**src/rtl/assert_macros.svh**
```systemverilog
// Assertion macros for the RTL files; iac_ctrl.sv includes them.
`ifndef ASSERT_MACROS_SVH
`define ASSERT_MACROS_SVH
`ifndef ASSERT_OFF
`define ASSERT_IMPLIES(label, clk, rst_n, ante, cons) \
    label: assert property (@(posedge clk) disable iff (!rst_n) (ante) |-> (cons)) \
        else $error("assertion failed");
`define ASSERT_NEXT(label, clk, rst_n, ante, cons) \
    label: assert property (@(posedge clk) disable iff (!rst_n) (ante) |=> (cons)) \
        else $error("assertion failed");
`else
`define ASSERT_IMPLIES(label, clk, rst_n, ante, cons)
`define ASSERT_NEXT(label, clk, rst_n, ante, cons)
`endif
`endif

```
**src/rtl/iac_pkg.sv**
```systemverilog
// Package with types, codes and constants of the ignition angle calculator.
package iac_pkg;
    localparam int DEF_CHANNELS = 8;
    localparam logic [2:0] MODE_SINGLE = 3'd0;
    localparam logic [2:0] MODE_WASTED = 3'd1;
    localparam logic [2:0] MODE_COP = 3'd2;
    localparam logic [2:0] MODE_SEQ = 3'd3;
    localparam logic [2:0] MODE_ROTARY = 3'd4;
    localparam logic [2:0] REG_MODE = 3'd0;
    localparam logic [2:0] REG_CYL = 3'd1;
    localparam logic [2:0] REG_STROKE = 3'd2;
    localparam logic [2:0] REG_ODD = 3'd3;
    localparam logic [2:0] REG_ODDANG = 3'd4;
    localparam logic [2:0] REG_TRIMS = 3'd5;
    localparam logic [9:0] ANG_720 = 10'd720;
    localparam logic [9:0] ANG_360 = 10'd360;
    localparam logic [9:0] ANG_180 = 10'd180;

    typedef struct packed {
        logic load;
        logic step;
        logic derive;
    } iac_cmd_t;

    typedef struct packed {
        logic last_ch;
        logic derive_done;
        logic cfg_hit;
    } iac_status_t;
endpackage

```
**src/rtl/iac_ctrl.sv**
```systemverilog
// Controller state machine of the ignition angle calculator.
module iac_ctrl
(
    input  logic                clk,
    input  logic                rst_n,
    input  logic                s_axis_tvalid,
    output logic                s_axis_tready,
    output logic                m_axis_tvalid,
    input  logic                m_axis_tready,
    input  logic                cfg_valid,
    output logic                cfg_ready,
    input  iac_pkg::iac_status_t status,
    output iac_pkg::iac_cmd_t   cmd
);
    import iac_pkg::*;

    typedef enum logic [3:0] {
        ST_DERIVE = 4'b0001,
        ST_IDLE   = 4'b0010,
        ST_CALC   = 4'b0100,
        ST_OUT    = 4'b1000
    } state_t;

    state_t state_reg, state_next;

    always_ff @(posedge clk or negedge rst_n)
    begin
        if (!rst_n)
        begin
            state_reg <= ST_DERIVE;
        end
        else
        begin
            state_reg <= state_next;
        end
    end

    assign cfg_ready     = (state_reg == ST_IDLE);
    assign s_axis_tready = (state_reg == ST_IDLE) && !cfg_valid;
    assign m_axis_tvalid = (state_reg == ST_OUT);

    always_comb
    begin
        state_next = state_reg;
        cmd = '0;
        unique case (state_reg)
            ST_DERIVE:
            begin
                cmd.derive = 1'b1;
                if (status.derive_done)
                begin
                    state_next = ST_IDLE;
                end
            end
            ST_IDLE:
            begin
                if (cfg_valid)
                begin
                    if (status.cfg_hit)
                    begin
                        state_next = ST_DERIVE;
                    end
                end
                else if (s_axis_tvalid)
                begin
                    cmd.load = 1'b1;
                    state_next = ST_CALC;
                end
            end
            ST_CALC:
            begin
                state_next = ST_OUT;
            end
            ST_OUT:
            begin
                if (m_axis_tready)
                begin
                    cmd.step = 1'b1;
                    state_next = status.last_ch ? ST_IDLE : ST_CALC;
                end
            end
            default: state_next = ST_DERIVE;
        endcase
    end

    `include "assert_macros.svh"
    `ASSERT_IMPLIES(a_no_in_busy, clk, rst_n, state_reg != ST_IDLE, !s_axis_tready)
    `ASSERT_NEXT(a_load_calc, clk, rst_n, cmd.load, state_reg == ST_CALC)
    `ASSERT_NEXT(a_last_idle, clk, rst_n, cmd.step && status.last_ch, state_reg == ST_IDLE)
endmodule

```
**src/rtl/iac_dp.sv**
```systemverilog
// Datapath of the ignition angle calculator: derivation, sync switch, angles.
module iac_dp
#(
    parameter int CHANNELS = iac_pkg::DEF_CHANNELS
)
(
    input  logic                 clk,
    input  logic                 rst_n,
    input  logic                 cfg_we,
    input  logic [2:0]           cfg_index,
    input  logic [63:0]          cfg_data,
    input  logic [31:0]          in_data,
    input  iac_pkg::iac_cmd_t    cmd,
    output iac_pkg::iac_status_t status,
    output logic [31:0]          out_data,
    output logic                 out_last
);
    import iac_pkg::*;

    localparam int CW = (CHANNELS > 1) ? $clog2(CHANNELS) : 1;
    localparam int OVW = 10 * CHANNELS + 40;

    logic [2:0]  mode_reg;
    logic [3:0]  cyl_reg;
    logic        stroke_reg, odd_reg;
    logic [29:0] oddang_reg;
    logic [63:0] trims_reg;

    logic [2:0]  emode_reg;
    logic [3:0]  ecyl_reg;
    logic        odd_eff_reg;
    logic [9:0]  cycle_reg;
    logic [3:0]  act_reg;
    logic [9:0]  inter_reg;
    logic [2:0]  dstep_reg;

    logic signed [7:0] base_reg;
    logic [9:0]  dwell_reg;
    logic [7:0]  split_reg;
    logic        fseq_reg;
    logic        rot_mode;
    logic [2:0]  ch_reg;
    logic signed [11:0] spark_reg, charge_reg;
    logic signed [11:0] lead_reg [2];
    logic [OVW-1:0] odd_vec;

    assign odd_vec = OVW'({oddang_reg, 10'd0});

    always_ff @(posedge clk or negedge rst_n)
    begin
        if (!rst_n)
        begin
            mode_reg   <= MODE_WASTED;
            cyl_reg    <= 4'd4;
            stroke_reg <= 1'b1;
            odd_reg    <= 1'b0;
            oddang_reg <= '0;
            trims_reg  <= '0;
        end
        else if (cfg_we)
        begin
            case (cfg_index)
                REG_MODE:   mode_reg   <= cfg_data[2:0];
                REG_CYL:    cyl_reg    <= cfg_data[3:0];
                REG_STROKE: stroke_reg <= cfg_data[0];
                REG_ODD:    odd_reg    <= cfg_data[0];
                REG_ODDANG: oddang_reg <= cfg_data[29:0];
                REG_TRIMS:  trims_reg  <= cfg_data;
                default: ;
            endcase
        end
    end

    logic [3:0] n;
    logic [2:0] m;
    logic       fs, odd;
    logic [9:0] cyc_d;
    logic [3:0] act_d;
    always_comb
    begin
        n = (cyl_reg == 4'd0) ? 4'd1 : cyl_reg;
        m = (mode_reg > MODE_ROTARY) ? MODE_WASTED : mode_reg;
        fs = stroke_reg;
        if (m == MODE_SEQ && (32'(n) > CHANNELS || !fs)) m = MODE_WASTED;
        if (m == MODE_ROTARY && n != 4'd4) m = MODE_WASTED;
        if (m == MODE_COP && n != 4'd4 && n != 4'd6 && n != 4'd8) m = MODE_WASTED;
        odd = odd_reg && (n <= 4'd4);
        if (m == MODE_ROTARY)
        begin
            fs = 1'b1;
            odd = 1'b0;
        end
        cyc_d = (m == MODE_SEQ || (fs && m == MODE_SINGLE && (n == 4'd3 || n == 4'd5)))
            ? ANG_720 : ANG_360;
        if (n < 4'd4 || n == 4'd5 || odd || m == MODE_SEQ || m == MODE_ROTARY) act_d = n;
        else act_d = n >> 1;
        if (32'(act_d) > CHANNELS) act_d = 4'(CHANNELS);
        if (act_d == 4'd0) act_d = 4'd1;
    end

    logic [9:0] inter_d;
    always_comb
    begin
        case (act_d)
            4'd1: inter_d = cyc_d;
            4'd2: inter_d = cyc_d >> 1;
            4'd3: inter_d = (cyc_d == ANG_720) ? 10'd240 : 10'd120;
            4'd4: inter_d = cyc_d >> 2;
            4'd5: inter_d = (cyc_d == ANG_720) ? 10'd144 : 10'd72;
            4'd6: inter_d = (cyc_d == ANG_720) ? 10'd120 : 10'd60;
            4'd7: inter_d = (cyc_d == ANG_720) ? 10'd102 : 10'd51;
            default: inter_d = cyc_d >> 3;
        endcase
    end

    logic [9:0] offs_reg [CHANNELS];

    always_ff @(posedge clk or negedge rst_n)
    begin
        if (!rst_n)
        begin
            dstep_reg <= '0;
        end
        else if (cmd.derive)
        begin
            dstep_reg <= (dstep_reg == 3'd2) ? 3'd0 : dstep_reg + 3'd1;
        end
    end
    assign status.derive_done = (dstep_reg == 3'd2);
    assign status.cfg_hit = (cfg_index <= REG_TRIMS);

    always_ff @(posedge clk)
    begin
        if (cmd.derive && dstep_reg == 3'd0)
        begin
            emode_reg   <= m;
            ecyl_reg    <= n;
            odd_eff_reg <= odd;
            cycle_reg   <= cyc_d;
            act_reg     <= act_d;
            inter_reg   <= inter_d;
        end
        if (cmd.derive && dstep_reg == 3'd1)
        begin
            for (int i = 0; i < CHANNELS; i++)
            begin
                if (odd_eff_reg)
                    offs_reg[i] <= odd_vec[10*i +: 10];
                else if (emode_reg == MODE_ROTARY)
                    offs_reg[i] <= (i == 1 || i == 3) ? ANG_180 : 10'd0;
                else
                    offs_reg[i] <= 10'(i * inter_reg);
            end
        end
        if (cmd.load)
        begin
            base_reg  <= signed'(in_data[7:0]);
            dwell_reg <= in_data[17:8];
            split_reg <= in_data[25:18];
            ch_reg    <= '0;
        end
        if (cmd.step)
        begin
            ch_reg <= ch_reg + 3'd1;
        end
        if (cmd.load && emode_reg == MODE_SEQ)
        begin
            if (in_data[27:26] == 2'd2 && cycle_reg != ANG_720)
            begin
                if (in_data[28] && (ecyl_reg == 4'd4 || ecyl_reg == 4'd6 || ecyl_reg == 4'd8))
                begin
                    cycle_reg <= ANG_720;
                    act_reg <= (32'(ecyl_reg) < CHANNELS) ? ecyl_reg : 4'(CHANNELS);
                end
            end
            else if ((ecyl_reg == 4'd4 || ecyl_reg == 4'd6 || ecyl_reg == 4'd8)
                     && in_data[27:26] == 2'd1 && cycle_reg != ANG_360 && in_data[28])
            begin
                cycle_reg <= ANG_360;
                act_reg <= ecyl_reg >> 1;
            end
        end
        if (cmd.load)
        begin
            fseq_reg <= (emode_reg == MODE_SEQ) && (in_data[27:26] == 2'd2);
        end
    end

    assign rot_mode = (emode_reg == MODE_ROTARY) && (act_reg == 4'd4) && (CHANNELS >= 4);

    logic signed [9:0]  adv;
    logic signed [8:0]  adv_sum;
    logic signed [11:0] cyc_s, off_s, sp, ch_a, rt, rc;
    logic signed [12:0] rsum;
    logic signed [12:0] cyc13, rc0, rc1, rc2, rc3;
    logic [CW-1:0]      idx;
    always_comb
    begin
        idx = CW'(ch_reg);
        adv_sum = 9'(base_reg) + 9'(signed'(trims_reg[8*ch_reg +: 8]));
        if (fseq_reg)
        begin
            if (adv_sum > 9'sd127) adv = 10'sd127;
            else if (adv_sum < -9'sd128) adv = -10'sd128;
            else adv = 10'(adv_sum);
        end
        else
        begin
            adv = 10'(base_reg);
        end
        cyc_s = signed'({2'b00, cycle_reg});
        off_s = signed'({2'b00, offs_reg[idx]});
        sp = ((off_s == 12'sd0) ? cyc_s : off_s) - 12'(adv);
        if (sp > cyc_s) sp = sp - cyc_s;
        if (sp > signed'({2'b00, dwell_reg})) ch_a = sp - signed'({2'b00, dwell_reg});
        else ch_a = sp + cyc_s - signed'({2'b00, dwell_reg});
        rsum = 13'(lead_reg[ch_reg[0]]) + 13'(split_reg);
        if (rsum < 13'sd0) rsum = rsum + 13'(cyc_s);
        else if (rsum >= 13'(cyc_s)) rsum = rsum - 13'(cyc_s);
        if (rsum >= 13'(cyc_s)) rsum = rsum - 13'(cyc_s);
        rt = 12'(rsum);
        cyc13 = 13'(cyc_s);
        rc0 = 13'(rt) - signed'({3'b000, dwell_reg});
        rc1 = rc0 + cyc13;
        rc2 = rc0 + (cyc13 <<< 1);
        rc3 = rc1 + (cyc13 <<< 1);
        if (rc0 >= 13'sd0) rc = 12'(rc0);
        else if (rc1 >= 13'sd0) rc = 12'(rc1);
        else if (rc2 >= 13'sd0) rc = 12'(rc2);
        else rc = 12'(rc3);
    end

    always_ff @(posedge clk)
    begin
        if (!cmd.load && !cmd.step && !cmd.derive)
        begin
            if (rot_mode && ch_reg[1])
            begin
                spark_reg  <= rt;
                charge_reg <= rc;
            end
            else
            begin
                spark_reg  <= sp;
                charge_reg <= ch_a;
                if (!ch_reg[1]) lead_reg[ch_reg[0]] <= sp;
            end
        end
    end

    assign status.last_ch = ({1'b0, ch_reg} + 4'd1 == act_reg);
    assign out_last = status.last_ch;
    assign out_data = {6'b0, charge_reg, spark_reg[10:0], ch_reg};
endmodule

```
**src/rtl/ignition_angle_calculator_unit.sv**
```systemverilog
// Top level of the ignition angle calculator.
// Channels: s_axis carries one engine event per transaction, tdata
// {coils_idle, sync_state, rotary_split, dwell_angle, base_advance}.
// m_axis returns one transaction per active channel, tdata
// {charge_angle, spark_angle, channel}, tlast on the final channel.
// cfg writes one register by index 0..5 while the block is idle.
// After an event is accepted, each channel result is computed in ST_CALC
// and offered in ST_OUT; the channels pass in turn through the shared
// angle unit. A write to registers 0..5 starts a new layout derivation.
// Reset loads the default registers and derives the channel layout before
// the input is ready. A stalled m_axis holds the current result until
// taken; no new event is accepted until the last result of the current
// event has been delivered.
module ignition_angle_calculator_unit
#(
    parameter int CHANNELS = iac_pkg::DEF_CHANNELS
)
(
    input  logic        clk,
    input  logic        rst_n,
    input  logic        s_axis_tvalid,
    output logic        s_axis_tready,
    input  logic [31:0] s_axis_tdata,  // base_advance, dwell_angle, rotary_split, sync_state, coils_idle
    output logic        m_axis_tvalid,
    input  logic        m_axis_tready,
    output logic [31:0] m_axis_tdata,  // channel, spark_angle, charge_angle
    output logic        m_axis_tlast,
    input  logic        cfg_valid,
    output logic        cfg_ready,
    input  logic [2:0]  cfg_index,
    input  logic [63:0] cfg_data
);
    import iac_pkg::*;

    iac_cmd_t    cmd;
    iac_status_t status;

    iac_ctrl u_ctrl
    (
        .clk(clk), .rst_n(rst_n),
        .s_axis_tvalid(s_axis_tvalid), .s_axis_tready(s_axis_tready),
        .m_axis_tvalid(m_axis_tvalid), .m_axis_tready(m_axis_tready),
        .cfg_valid(cfg_valid), .cfg_ready(cfg_ready),
        .status(status), .cmd(cmd)
    );

    iac_dp #(.CHANNELS(CHANNELS)) u_dp
    (
        .clk(clk), .rst_n(rst_n),
        .cfg_we(cfg_valid && cfg_ready), .cfg_index(cfg_index), .cfg_data(cfg_data),
        .in_data(s_axis_tdata), .cmd(cmd), .status(status),
        .out_data(m_axis_tdata), .out_last(m_axis_tlast)
    );
endmodule

```
**config.mk**
```make
export PLATFORM = sky130hd
export DESIGN_NAME = ignition_angle_calculator_unit
export DESIGN_NICKNAME = d
export VERILOG_FILES = /design/src/rtl/iac_pkg.sv /design/src/rtl/iac_ctrl.sv /design/src/rtl/iac_dp.sv /design/src/rtl/ignition_angle_calculator_unit.sv
export VERILOG_INCLUDE_DIRS = /design/src /design/src/rtl
export SDC_FILE = /design/constraint.sdc
export NUM_CORES = 1
export LEC_CHECK = 0
export ABC_AREA = 1
export BUFFER_PORTS_ARGS = -buffer_cell sky130_fd_sc_hd__buf_4
export CORE_UTILIZATION = 45
export CTS_CLUSTER_SIZE = 12
export DETAILED_ROUTE_END_ITERATION = 8
export HOLD_SLACK_MARGIN = 0.15
export PLACE_DENSITY = 0.59
export SYNTH_ARGS = -nofsm -noshare
export SYNTH_HDL_FRONTEND = slang
export SYNTH_SLANG_ARGS = --single-unit
```
**constraint.sdc**
```tcl
create_clock -name clk -period 25.1 [get_ports clk]
set_input_delay 1.255 -clock clk [delete_from_list [all_inputs] [get_ports clk]]
set_output_delay 1.255 -clock clk [all_outputs]
set_load 0.01 [all_outputs]
```
# ---- Word-level counts from Yosys, hierarchy flattened
# Memories as Yosys holds them, arrays and structs flattened. A register that Yosys moved wholly into a read port is not among the register bits.
# Index checks and enable logic that the tools add are counted.
dict set report word_totals {
  ram_bits 104
  out_inout_bits 36
  reg_bits 195
  inputBits 104
  mem_count 2
}
dict set report classes {
  n_eq_ne 44
  n_reduce_logical 51
  n_mux 90
  magnitude_cmp 17
  n_bitwise 16
  multipliers 4
  shift 1
  addsub 17
}
# name depth word_bits rd rd_clocked_by_memory_dff write_ports line
set mem_list {}
lappend mem_list {u_dp.offs_reg 8 10 1 1 8 iac_dp.sv:116} ;# logic [9:0] offs_reg [CHANNELS];
lappend mem_list {u_dp.lead_reg 2 12 1 1 1 iac_dp.sv:44} ;# logic signed [11:0] lead_reg [2];
# op count
set op_table {}
lappend op_table {{two-way mux 10 bit} 26}
lappend op_table {{two-way mux 12 bit} 7}
lappend op_table {{one-hot mux 10 bit (7 select lines)} 1}
lappend op_table {{variable part select 64 x 7 -> 8 bit} 1}
lappend op_table {{two-way mux 4 bit} 15}
lappend op_table {{subtractor 12 x 11 -> 12 bit} 4}
lappend op_table {{greater-or-equal comparator 13 x 1 -> 1 bit, second input constant} 3}
lappend op_table {{equality test 4 x 3 -> 1 bit, second input constant} 9}
lappend op_table {{two-way mux 3 bit} 9}
lappend op_table {{adder 13 x 11 -> 13 bit} 2}
lappend op_table {{greater-or-equal comparator 13 x 11 -> 1 bit} 2}
lappend op_table {{two-way mux 13 bit} 2}
lappend op_table {{greater-than comparator 12 x 11 -> 1 bit} 2}
lappend op_table {{two-way mux 1 bit} 24}
lappend op_table {{logical AND 1 bit} 23}
lappend op_table {{equality test 3 x 2 -> 1 bit, second input constant} 7}
lappend op_table {{multiplier 3 x 10 -> 10 bit, first input constant} 2}
lappend op_table {{equality test 4 x 2 -> 1 bit, second input constant} 4}
lappend op_table {{two-way mux 8 bit} 2}
lappend op_table {{OR 1 bit} 16}
lappend op_table {{one-hot mux 4 bit (4 select lines)} 1}
lappend op_table {{equality test 3 bit, second input constant} 5}
lappend op_table {{two-way mux 7 bit} 2}
lappend op_table {{adder 12 x 9 -> 13 bit} 1}
lappend op_table {{other kinds (44)} 70}

# ---- Depth between registers and ports, before layout
# Gate-level depths: netlist (run 1).
dict set report logic_depth {
  word_depth 28
  ltp_mapped 71
  depth_no_buf 66
}

# ---- Cells and area by module
# From an unflattened synthesis (run 1), not the netlist that was laid out.
dict set report unflattened {
  hier_cells 2566
  area_unflattened_um2 20587.2
}
# module instances cells_each area_each_um2
set modules_own_cells {}
lappend modules_own_cells {iac_dp 1 2510 20231.9}
lappend modules_own_cells {iac_ctrl 1 54 347.8}
lappend modules_own_cells {ignition_angle_calculator_unit 1 2 7.5}

# ---- Worst setup path after synthesis (run 1)
# Ideal clock, no wire load.
dict set report synth_path {
  kind {register -> register}
  start {register (tool-made name)}
  end {register u_dp.charge_reg[11] (data pin)}
  arrival_time_ns 9.186
  t_required_ns 24.846
  stages_incl_launch_ff 70
  setup_ns 0.254
  path_buffers 7
  setup_slack_ns 15.660
  cell_sequence {dfxtp_1 buf_4 clkbuf_1 buf_1 nand2_1 nand2_1 ha_1 nand2_1 nand2_1 nor2_1 nor2_1 nand3b_1 xor2_1 inv_1 ha_1 buf_2 nand2_1 nor2_1 [34 not listed] inv_1 ha_1 a21oi_1 o21ai_0 a21oi_1 inv_1 a21oi_1 nor2_1 nor2_1 nor2_1 nor2_1 inv_1 nand2_1 nand3_1 nand2_1 nand2_1 nand3_1 nand2_1}
}
# element line
set synth_lines {}
lappend synth_lines {{to (signal assigned)} iac_dp.sv:240} ;# charge_reg <= rc;
lappend synth_lines {{to (signal assigned)} iac_dp.sv:245} ;# charge_reg <= ch_a;
lappend synth_lines {{to (decl)} iac_dp.sv:43} ;# logic signed [11:0] spark_reg, charge_reg;

==> impl_metrics.toml, run 1 <==
[clocking]
ctsResizeCount = 0
postCtsSetupBuffers = 0
cts_tree = "built"
cts_buffer_depth = 3
clk_latency_ns = 0.56
clk_pin_slew_ns = 0.06
h-tree-depth = 2
postCtsHoldBufs = 0
clockRootBuffer = "clkbuf_16"
cts.sinks = 286
cts_buffers = 34

[critical_path]
crit_top_cell = "nand2_1"
path_max_fanout = 39
endpoint_kind = "flop"
worstPathArrival_ns = 11.79
crit_required_ns = 25.38
crit_type = "reg -> reg"
max_stage_delay_ns = 0.48
cp_slowest_cell = "ha_1"
critPathLaunchType = "flop"

[yosys]
yosys.area.top_type = "edfxtp_1"
synth_flop_cell = "edfxtp_1"
ys_types = 62
synthTopCellsByCount = "435 x nand2_1, 320 x inv_1, 262 x o21ai_0"
syn_inst = 2459
yosys-top-cells-area = "edfxtp_1 24%, dfrtp_1 13%, ha_1 10%"
synth-async-reset-ratio = 0.385
synth-seq-cells = 286
syn-cell-area_mm2 = 0.0202
yosysMostFrequentCell = "nand2_1"
ys_seq_area_frac = 0.389
synth-edff-count = 159
yosys_warnings = 0
yosys.area.top_type_share = 0.236
syn_area_per_cell_um2 = 8.23

[timing]
whs_ns = 0.482
finalClockSkew_ns = 0.0257
fin_crit_ns = 11.51
finalSetupTns_ns = 0
setup_viol = 0
fin_crit_sh = 0.459
drv_slew = 0
rsz0062_at_grt = "false"
tightest_slew_ns = 1.11
final_hold_viol_count = 0
max_freq_ghz = 0.0869
timing.slew.headroom = 0.253

[global_route]
grt_overflow_total = 0
grt_pass1_wl_um = 91000
first_global_vias = 16723
grt_max_degree = 95
track_usage = 0.253
antenna_found_initial = 0

[placement]
place_area_mm2 = 0.0219
place_inst = 3138
dp_hpwl_um = 43800
io_buffers = 130
globalplace.congestion = 0.892

[cells_and_area]
fin_nets = 2879
synthToLayoutAreaGrowth_pct = 13.9
fin_area_mm2 = 0.0231
fillers = 4263
finalNonFillerCells = 3200
num_antenna_cells = 0
drive_gt1_frac = 0.118

[hold_path]
hold_path.class = "reg -> reg"

[detailed_routing]
drt-pass1-iter-count = 5
drc_errors = 0
final_antenna_net_count = 0
wirelength_um = 57600
drt-wirelength-per-cell_um = 18.0
drt_iter0_drc = 1096
vias = 16986
via_per_inst = 5.31

[floorplan]
die_area_mm2 = 0.0458
die_y_um = 214
core_area_mm2 = 0.0443
initial_core_util = 0.457
io_pins = 140
rows = 77
die_w_um = 214

[run]
cap_violations = 0

[run_status]
status = "finished clean"
-- cell usage in the layout, fill, tap and decap left out, types with 8 or more instances in the layout --
cell type	count
clkbuf_16	36
buf_4	160
mux2_2	34
o21bai_1	29
o21ai_0	261
a31oi_1	27
o31ai_1	8
xor2_1	75
o21ai_1	14
nand2_1	434
a21oi_1	145
o22ai_1	19
ha_1	161
nand2_2	20
xnor2_1	35
nor3_1	24
clkbuf_1	8
fa_1	32
dfxtp_1	17
inv_1	319
dfrtp_1	106
nor2_1	259
nor4_1	15
o211ai_1	11
nand4_1	13
inv_2	9
edfxtp_1	159
nand3_1	70
-- through the flow --
stage | utilization | setup slack, ns
detailed placement | 0.493 | 13.74
floorplan | - | 15.66
CTS | 0.520 | 13.68
global route | 0.520 | 12.46
finish | 0.520 | 13.59
global placement | 0.493 | 13.88
-- metal layers --
metal  up-vias  part of all wire  track usage  routed length [um]
met5         -                 0            0                   0
met4         0             0.026       0.0803                1520
met3        82             0.052       0.0349                2970
met2       444              0.48        0.433               27700
met1      7988              0.44        0.330               25400
li1       8472                 -            -                   -
-- cells by family (layout without fill, tap and decap cells) --
group	Yosys count	in the layout	synth area share
compound gates	551	551	0.151
other cells	1	6	0.000185
flops	286	286	0.389
buf+inv	410	554	0.0787
mux	36	36	0.0199
simple gates	872	872	0.182
xor+xnor	110	110	0.0476
fa+ha+maj	193	193	0.131
-- area by class of cell --
cell class	instances	area, um2	area share
multi-input combinational	1768	10800	0.468
timing repair buffer	160	1200	0.0521
clock buffer	50	1010	0.0440
sequential	286	7870	0.341
inverter	332	1250	0.0542
clock inverter	12	179	0.00776
tap	592	741	0.0321
-- final timing paths --
| path | start | endpoint | slack [ns] | cells past startpoint |
|---|---|---|---|---|
| max in group asynchronous | rst_n | u_dp.oddang_reg[25] | 23.18 | 2 |
| min in group asynchronous | rst_n | u_dp.trims_reg[56] | 0.77 | 1 |
| hold reg to reg | u_dp.trims_reg[12] | u_dp.trims_reg[12] | 0.48 | 2 |
| setup / recovery | flop | u_dp.charge_reg[11] | 13.59 | 64 |
| setup reg to reg | flop | u_dp.charge_reg[11] | 13.59 | 64 |
| hold / removal | u_dp.trims_reg[12] | u_dp.trims_reg[12] | 0.48 | 2 |
-- critical path, delay by kind of cell (launching register included) --
family          cells  cell delay [ns]
compound gates     15             3.50
xor+xnor            3             0.50
fa+ha+maj           7             2.44
buf+inv             9             1.48
flops               1             0.31
simple gates       30             3.00
Power of run 1 is not shown: default switching activity piles up to over one toggle a cycle in this logic, so the estimate is an artifact.
==> inputs of run 2 (changes only) <==
Settings changed: ABC_AREA 1 to 0, PLACE_DENSITY 0.59 to 0.62.
Clock period 25.1 ns to 10.5 ns, I/O delays scaled along.
==> impl_metrics.toml, run 2 <==
[clocking]
clk_latency_ns = 0.56
h-tree-depth = 2
clk_pin_slew_ns = 0.06
cts_buffers = 35
cts_tree = "built"
cts.sinks = 286
clockRootBuffer = "clkbuf_16"
cts_buffer_depth = 3

[cells_and_area]
num_antenna_cells = 0
synthToLayoutAreaGrowth_pct = 26.3
fillers = 4001
fin_nets = 2699
regArea_mm2 = 0.00788
multi_input_area_mm2 = 0.0128
final_cell_mix = "390 x buf_4, 159 x nor2_1, 159 x edfxtp_1"
final_common_cell = "buf_4"
drive_gt1_frac = 0.309

[timing]
final_hold_viol_count = 0
tightest_slew_ns = 1.10
setup_viol = 1
finalClockSkew_ns = 0.0295
whs_ns = 0.199
drv_slew = 0
fin_crit_ns = 10.79
timing.slew.headroom = 0.269
max_freq_ghz = 0.0927
worst_slack_ns = -0.293
fin_crit_sh = 1.03
rsz0062_at_grt = "true"

[floorplan]
die_area_mm2 = 0.0471
die_y_um = 217
io_pins = 140
initial_core_util = 0.457
core_area_mm2 = 0.0455
die_w_um = 217
rows = 78

[hold_path]
hold-path-cell-count = 2
hold_path.class = "in -> reg"
hp-start = "cfg_data[39]"
worst_hold_path.endpoint = "u_dp.trims_reg[39]"

[global_route]
grt_overflow_total = 0
grt_pass1_wl_um = 96800
first_global_vias = 17631
antenna_found_initial = 2
track_usage = 0.266
grt_max_degree = 77

[yosys]
syn_area_per_cell_um2 = 10.3
synth-async-reset-ratio = 0.385
synth-seq-cells = 286
synth_top_family_by_area = "compound AO/OA/AOI/OAI gates"
ys_seq_area_frac = 0.378
synth_xor_area_frac = 0.0446
synthAdderAreaFrac = 0.130
yosys.area.top_type_share = 0.230
syn_inst = 2010
ys_types = 103
synth-edff-count = 159
yosys-top-cells-area = "edfxtp_1 23%, dfrtp_1 13%, ha_1 9.7%"
synthTopCellsByCount = "163 x nor2_1, 161 x ha_1, 159 x edfxtp_1"
syn-cell-area_mm2 = 0.0208
yosysMostFrequentCell = "nor2_1"
yosys_warnings = 0
synth_flop_cell = "edfxtp_1"
yosys.area.top_type = "edfxtp_1"
synth_compound_area_frac = 0.165
synthSimpleGateAreaFrac = 0.130
synthMuxAreaShare = 0.115

[placement]
io_buffers = 130
dp_hpwl_um = 47200
globalplace.congestion = 0.958

[run]
cap_violations = 0

[critical_path]
r2r_slack_ns = -0.29
worstPathArrival_ns = 11.10
max_stage_delay_ns = 0.44
crit_type = "reg -> reg"
crit_top_cell = "ha_1"
critPathLaunchType = "flop"
crit_required_ns = 10.81
cp_slowest_cell = "or3_1"
reg2regPathDepth = 53
timing.rr.end = "u_dp.charge_reg[11]"
path_max_fanout = 8
endpoint_kind = "flop"

[detailed_routing]
drt-wirelength-per-cell_um = 20.5
drt-pass1-iter-count = 8
final_antenna_net_count = 0
drc_errors = 0
via_per_inst = 5.74
drt_iter0_drc = 1290
wirelength_um = 62100
vias = 17392

[run_status]
violations = "negative setup slack"
status = "complete, but fails checks"
run 2: changes by cell type after synthesis, moves of 40 or more:
cell	before	now
a21o_1	7	64
inv_1	320	108
mux2_2	34	146
nand2_1	435	115
nor2_1	260	163
nor2b_1	0	40
o21ai_0	262	103
xor2_1	75	34
run 2: layout make-up:
cell class                 count  area share
clock buffer                  43      0.0352
clock inverter                20      0.0102
inverter                     108      0.0154
multi-input combinational   1548       0.486
sequential                   286       0.300
tap                          600      0.0286
timing repair buffer         423       0.125
run 2: metal layers:
layer	part of all wire	vias to the layer above	GRT usage
met1	0.41	8533	0.332
li1	-	8214	-
met5	0.00034	-	0
met3	0.055	141	0.0390
met2	0.50	500	0.468
met4	0.033	4	0.0915
run 2: how the worst max path moves through the flow:
stage | slack [ns] | endpoint | start | cells past startpoint
2_1_floorplan | -0.41 | u_dp.charge_reg[11] | flop | 56
3_3_place_gp | -0.38 | u_dp.charge_reg[11] | flop | 54
3_5_place_dp | -0.59 | u_dp.charge_reg[11] | flop | 48
4_1_cts | -0.26 | u_dp.charge_reg[11] | flop | 55
5_1_grt | -0.91 | u_dp.charge_reg[11] | flop | 53
6_report | -0.29 | u_dp.charge_reg[11] | flop | 53
run 2: worst max-delay path, delay by kind of cell (launching register included):
| family | cells | cell delay (ns) |
|---|---|---|
| simple gates | 18 | 3.38 |
| compound gates | 20 | 3.21 |
| fa+ha+maj | 6 | 1.70 |
| mux | 4 | 1.11 |
| buf+inv | 3 | 0.47 |
| flops | 1 | 0.41 |
| xor+xnor | 2 | 0.24 |
run 2: timing repair:
action	4_1_cts	5_1_grt
endpoints found under the setup margin	9	12
setup buffers	16	5
hold buffers	27	0
pin swaps	40	29
endpoints found under the hold margin	60	0
gates resized for setup	41	51
run 2: cells by family after synthesis:
group / Yosys count
other: 1
buffers and inverters: 181
AND/OR/NAND/NOR: 540
adder cells (fa/ha/maj): 197
XOR/XNOR: 106
multiplexers: 189
AO/OA/AOI/OAI: 510
flip-flops: 286
run 2: per-stage QoR:
step / cells / setup TNS, ns / util / setup slack [ns] / area, um2
2_1_floorplan: 2015 / -0.411 / - / -0.411 / 21100
3_3_place_gp: 2917 / -0.380 / 0.533 / -0.380 / 24300
3_5_place_dp: 2917 / -0.713 / 0.533 / -0.593 / 24300
4_1_cts: 3023 / -0.257 / 0.572 / -0.257 / 26000
5_1_grt: 3028 / -1.08 / 0.578 / -0.914 / 26300
6_report: 3028 / -0.293 / 0.578 / -0.293 / 26300
Power of run 2 is left out for the same reason.
